--- src/sv/pgkt_pkg.sv ---
`timescale 1ns / 1ps
package pgkt_pkg;
  localparam logic [1:0] OP_INSERT = 2'd0;
  localparam logic [1:0] OP_DELETE = 2'd1;
  localparam logic [1:0] OP_SEARCH = 2'd2;
  localparam logic [1:0] OP_DEL_LEAF = 2'd3;

  localparam logic [2:0] ST_OK = 3'd0;
  localparam logic [2:0] ST_INVALID = 3'd1;
  localparam logic [2:0] ST_FULL = 3'd2;
  localparam logic [2:0] ST_DUPLICATE = 3'd3;
  localparam logic [2:0] ST_NO_PARENT = 3'd4;
  localparam logic [2:0] ST_NOT_FOUND = 3'd5;
  localparam logic [2:0] ST_HAS_CHILD = 3'd6;

  // Commands from the controller to the datapath.
  typedef struct packed {
    logic load;       // capture the input beat, reset scan pointer
    logic scan_step;  // evaluate current slot for the scan
    logic ins_init;   // load the carry from slot pos
    logic ins_step;   // one carry step
    logic ins_final;  // write the new entry at pos
    logic del_step;   // one compaction step
    logic del_final;  // clear the final gap
    logic clr_step;   // clear one slot after reset
  } pgkt_cmd_t;

  // Status from the datapath to the controller.
  typedef struct packed {
    logic scan_done;
    logic ins_done;
    logic del_done;
    logic clr_done;
    logic [2:0] verdict;
    logic go_insert;
    logic go_delete;
  } pgkt_sts_t;
endpackage

--- src/sv/pgkt_ctrl.sv ---
`timescale 1ns / 1ps
module pgkt_ctrl
  import pgkt_pkg::*;
(
  input  logic      clk,
  input  logic      rst_n,
  input  logic      in_valid,
  output logic      in_ready,
  output logic      out_valid,
  input  logic      out_ready,
  input  pgkt_sts_t sts,
  output pgkt_cmd_t cmd
);
  typedef enum logic [7:0] {
    S_CLEAR = 8'b0000_0001,
    S_IDLE  = 8'b0000_0010,
    S_SCAN  = 8'b0000_0100,
    S_DEC   = 8'b0000_1000,
    S_INS   = 8'b0001_0000,
    S_DEL   = 8'b0010_0000,
    S_FIN   = 8'b0100_0000,
    S_OUT   = 8'b1000_0000
  } state_t;

  state_t state_r, state_nxt;
  logic   del_r, del_nxt;

  // Next-state logic and command decode.
  always_comb begin
    state_nxt = state_r;
    del_nxt = del_r;
    cmd = '0;
    unique case (state_r)
      S_CLEAR: begin
        cmd.clr_step = 1'b1;
        if (sts.clr_done) state_nxt = S_IDLE;
      end
      S_IDLE: begin
        if (in_valid) begin
          cmd.load = 1'b1;
          state_nxt = S_SCAN;
        end
      end
      S_SCAN: begin
        cmd.scan_step = 1'b1;
        if (sts.scan_done) state_nxt = S_DEC;
      end
      S_DEC: begin
        if (sts.go_insert) begin
          cmd.ins_init = 1'b1;
          state_nxt = S_INS;
        end else if (sts.go_delete) begin
          state_nxt = S_DEL;
        end else begin
          state_nxt = S_OUT;
        end
      end
      S_INS: begin
        cmd.ins_step = 1'b1;
        if (sts.ins_done) begin
          del_nxt = 1'b0;
          state_nxt = S_FIN;
        end
      end
      S_DEL: begin
        cmd.del_step = 1'b1;
        if (sts.del_done) begin
          del_nxt = 1'b1;
          state_nxt = S_FIN;
        end
      end
      S_FIN: begin
        cmd.ins_final = !del_r;
        cmd.del_final = del_r;
        state_nxt = S_OUT;
      end
      S_OUT: begin
        if (out_ready) state_nxt = S_IDLE;
      end
      default: state_nxt = S_IDLE;
    endcase
  end

  assign in_ready = (state_r == S_IDLE);
  assign out_valid = (state_r == S_OUT);

  // State register.
  always_ff @(posedge clk) begin
    if (!rst_n) begin
      state_r <= S_CLEAR;
      del_r <= 1'b0;
    end else begin
      state_r <= state_nxt;
      del_r <= del_nxt;
    end
  end
endmodule

--- config.mk ---
export PLATFORM = sky130hd
export DESIGN_NAME = pgkt_ctrl
export DESIGN_NICKNAME = d
export VERILOG_FILES = /design/src/sv/pgkt_pkg.sv /design/src/sv/pgkt_ctrl.sv
export SDC_FILE = /design/constraint.sdc
export NUM_CORES = 1
export LEC_CHECK = 0
export ABC_AREA = 1
export BUFFER_PORTS_ARGS = -buffer_cell sky130_fd_sc_hd__clkbuf_2
export CAP_MARGIN = 10
export CORE_MARGIN = 2
export CORE_UTILIZATION = 43
export DETAILED_ROUTE_END_ITERATION = 8
export GPL_ROUTABILITY_DRIVEN = 0
export PLACE_DENSITY = 0.73
export SLEW_MARGIN = 20
export SYNTH_ARGS = -nofsm -noshare
export SYNTH_HDL_FRONTEND = slang
export SYNTH_SLANG_ARGS = --single-unit
--- constraint.sdc ---
create_clock -name clk -period 1.5 [get_ports clk]
set_clock_uncertainty 0.15 [all_clocks]
set_input_delay 0.3 -clock clk [delete_from_list [all_inputs] [get_ports clk]]
set_output_delay 0.3 -clock clk [all_outputs]
set_load 0.02 [all_outputs]
==> flow_summary_export.csv <==
group,metric,value,unit
clock_network,clock_path_buffers,2,
min_path,holdCritStartpoint,"rst_n",
layout,nets,163,
global_route,antenna_found_initial,0,
timing,finalMaxSlewViolations,0,
min_path,hold_path.class,"primary input to flip-flop",
drt,drt-wirelength-per-cell,15.08,um
power,powerDensity,506.7,nW/um^2
setup_path,rr_worst_depth,9,
clock_network,clk_latency,0.26,ns
setup_path,start_kind,"flip-flop",
global_route,grt_pass1_vias,759,
drt,ant_nets,0,
drt,routed_wirelength,2489,um
synth,synth-seq-area-share,26.77,%
clock_network,numCtsBuffers,3,
timing,max_slew.worst_pin.slew,0.2078,ns
layout,stdcell_count,165,
drt,first_pass_iters,4,
setup_path,critPathCaptureType,"primary output",
power,p_switching,0.2008,mW
clock_network,cts_tree,"done",
drt,met1_length,1048,um
setup_path,cp-endpoint,"cmd[7]",
synth,syn_inst,104,
timing,slew_headroom,86.09,%
clock_network,ctsHtreeMaxLevel,1,
place,dpl.cell_count,151,
layout,drive_gt1_share,68.46,%
layout,diodes,0,
setup_path,r2r_end,"state_r[1]",
power,clkPwrFrac,27.7,%
setup_path,regToRegStartpoint,"state_r[5]",
layout,syn2layout_area_growth,89.03,%
drt,drc,0,
drt,wl_met3,77,um
flow_run,drv_cap,0,
drt,top_layer_used,"met4",
timing,rsz0062_at_grt,"yes",
clock_network,clk_pin_slew_worst_paths,0.06,ns
global_route,grt_pass1_wl,3056,um
synth,syn_area_per_cell,6.473,um^2
run_status,violations,"setup timing",
run_status,status,"finished, violations left",
synth,ys_seq_elements,9,
clock_network,cts_sinks,9,
setup_path,reg2reg_slack,-0.12,ns
power,p_leak,0.6239,nW
place,port_buffers,19,
die,rows,14,
global_route,grtUsageTotal,21.13,%
die,die_area,1898,um^2
setup_path,required,1.05,ns
clock_network,cts_hold_buf,0,
die,core,1489,um^2
power,netSwitchingFraction,31.15,%
die,die_w,43.57,um
clock_network,clock-root-buffer,"clkbuf_4",
drt,wl_met2,1356,um
layout,fin_area,1272,um^2
global_route,grt_max_degree,6,
synth,synth_fp_nets,117,
synth,synthDistinctLibCells,19,
synth,yosys_warnings,0,
synth,synth_area,673.1,um^2
drt,drt_iter0_drc,28,
power,sequentialPowerShare,40.0,%
layout,fill_cells,82,
die,io_pins,23,
power,p_comb_share,32.2,%
setup_path,arrival,1.32,ns
die,die_y,43.57,um
global_route,grt_overflow,0,
timing,fin_ws,-0.2671,ns
setup_path,cp_max_fo,4,
power,intPower,0.4439,mW
place,place.detailed.hpwl,1269,um
drt,vias,842,
timing,fin_crit_sh,117.8,%
setup_path,cp-startpoint,"state_r[7]",
timing,max_freq,565.9,MHz
drt,vias_per_cell,5.103,
setup_path,path_class,"flip-flop to primary output",
timing,period_minus_slack,1.767,ns
place,dpl_cell_area,903.4,um^2
timing,hold_viol_final,0,
die,initial_core_util,45.21,%
timing,finalSetupViolations,15,
power,peakVddDrop,0.5813,mV
-- timing repair --
action,4_1_cts,5_1_grt
setup buffers,7,3
endpoints found under the setup margin,12,15
pin swaps,10,22
resized for setup,35,50
-- Yosys cell counts --
master    number  share of area [%]
inv_2          2                1.1
nor2_4         2                3.3
inv_1         19                 11
a21oi_1        5                3.7
nand2_1       17                9.5
nor2_1        15                8.4
nor3_1         2                1.5
nand3b_1       2                2.2
nand3_4        1                2.6
nand4_1        2                1.9
nor2_2         8                7.4
nand2_4        2                3.3
buf_4          2                2.2
nand2_2        2                1.9
nand3_1       11                8.2
nand3_2        1                1.5
nand3b_4       1                3.0
dfxtp_1        9                 27
inv_4          1               0.93
-- power by group through the flow --
stage | Clock [mW] | Combinational, mW | Sequential [mW]
after floorplan | 0 | 0.0914 | 0.259
after global placement | 0 | 0.141 | 0.259
after detailed placement | 0 | 0.145 | 0.259
after CTS | 0.181 | 0.170 | 0.258
after global routing | 0.194 | 0.221 | 0.259
final | 0.179 | 0.208 | 0.258
-- area by class of cell --
cell class	count	area, um^2	area share (%)
Tap cell	16	20.02	1.573
Multi-Input combinational cell	71	555.5	43.66
Sequential cell	9	192.7	15.14
Timing Repair Buffer	43	390.4	30.68
Clock buffer	4	26.28	2.065
Inverter	22	87.58	6.883
-- flip-flops by register name, indices dropped and copies added, names as in the netlist --
name and count:
del_r 1, state_r 8
-- through the flow --
stage | setup TNS [ns] | hold WS (ns) | utilization (%) | setup slack, ns | power [mW]
floorplan | -0.08219 | 0.2198 | - | -0.03761 | 0.3507
global placement | -0.1175 | 0.3238 | 60.67 | -0.03852 | 0.3998
detailed placement | -0.2442 | 0.3249 | 60.67 | -0.05675 | 0.4036
CTS | -2.022 | 0.1134 | 73.70 | -0.2398 | 0.6089
global route | -3.117 | 0.1459 | 85.46 | -0.2936 | 0.6738
finish | -2.349 | 0.1340 | 85.46 | -0.2671 | 0.6447
-- placed cells by master, fill, tap and decap left out --
master / synthesis / final
dfxtp_2: 0 / 7
buf_4: 2 / 17
nand3b_1: 2 / 2
buf_6: 0 / 11
nand4_1: 2 / 2
clkbuf_4: 0 / 3
nand3_4: 1 / 2
nand3_1: 11 / 3
inv_2: 2 / 6
dfxtp_1: 9 / 1
inv_1: 19 / 14
nor3_2: 0 / 1
clkbuf_2: 0 / 9
buf_12: 0 / 1
buf_8: 0 / 4
nor2_4: 2 / 12
a21oi_2: 0 / 1
clkbuf_1: 0 / 1
nor2_2: 8 / 5
nand3b_4: 1 / 1
a21oi_1: 5 / 4
clkbuf_8: 0 / 1
inv_4: 1 / 2
nand3_2: 1 / 8
nand2_1: 17 / 12
nand2_4: 2 / 5
nand2_2: 2 / 4
nor2_1: 15 / 8
nor3_4: 0 / 1
dfxtp_4: 0 / 1
-- per-layer routing --
| layer | GRT usage, % | vias up |
|---|---|---|
| met3 | 3.333 | 2 |
| met1 | 25.96 | 401 |
| met4 | 7.273 | 0 |
| met5 | 0 | - |
| met2 | 37.06 | 27 |
| li1 | - | 412 |
-- how the worst min path moves through the flow --
stage / end / slack (ns) / depth (start not counted)
2_1_floorplan: state_r[0] / 0.22 / 1
3_3_place_gp: del_r / 0.32 / 2
3_5_place_dp: del_r / 0.32 / 2
4_1_cts: state_r[0] / 0.11 / 2
5_1_grt: state_r[0] / 0.15 / 2
6_report: state_r[0] / 0.13 / 2
-- cells by family after synthesis --
family	after synthesis	synth area share [%]
and+or+nand+nor	66	54.64
DFF	9	26.77
buffers and inverters	24	14.87
AOI/OAI and AO/OA	5	3.717
-- worst max-delay path: stages, from the launching register on --
cell and delay [ns]:
dfxtp_4 0.36, nor2_4 0.17, nand2_4 0.10, buf_12 0.15, nor3_2 0.12, buf_4 0.17
Power figures use the tool's default switching activity.
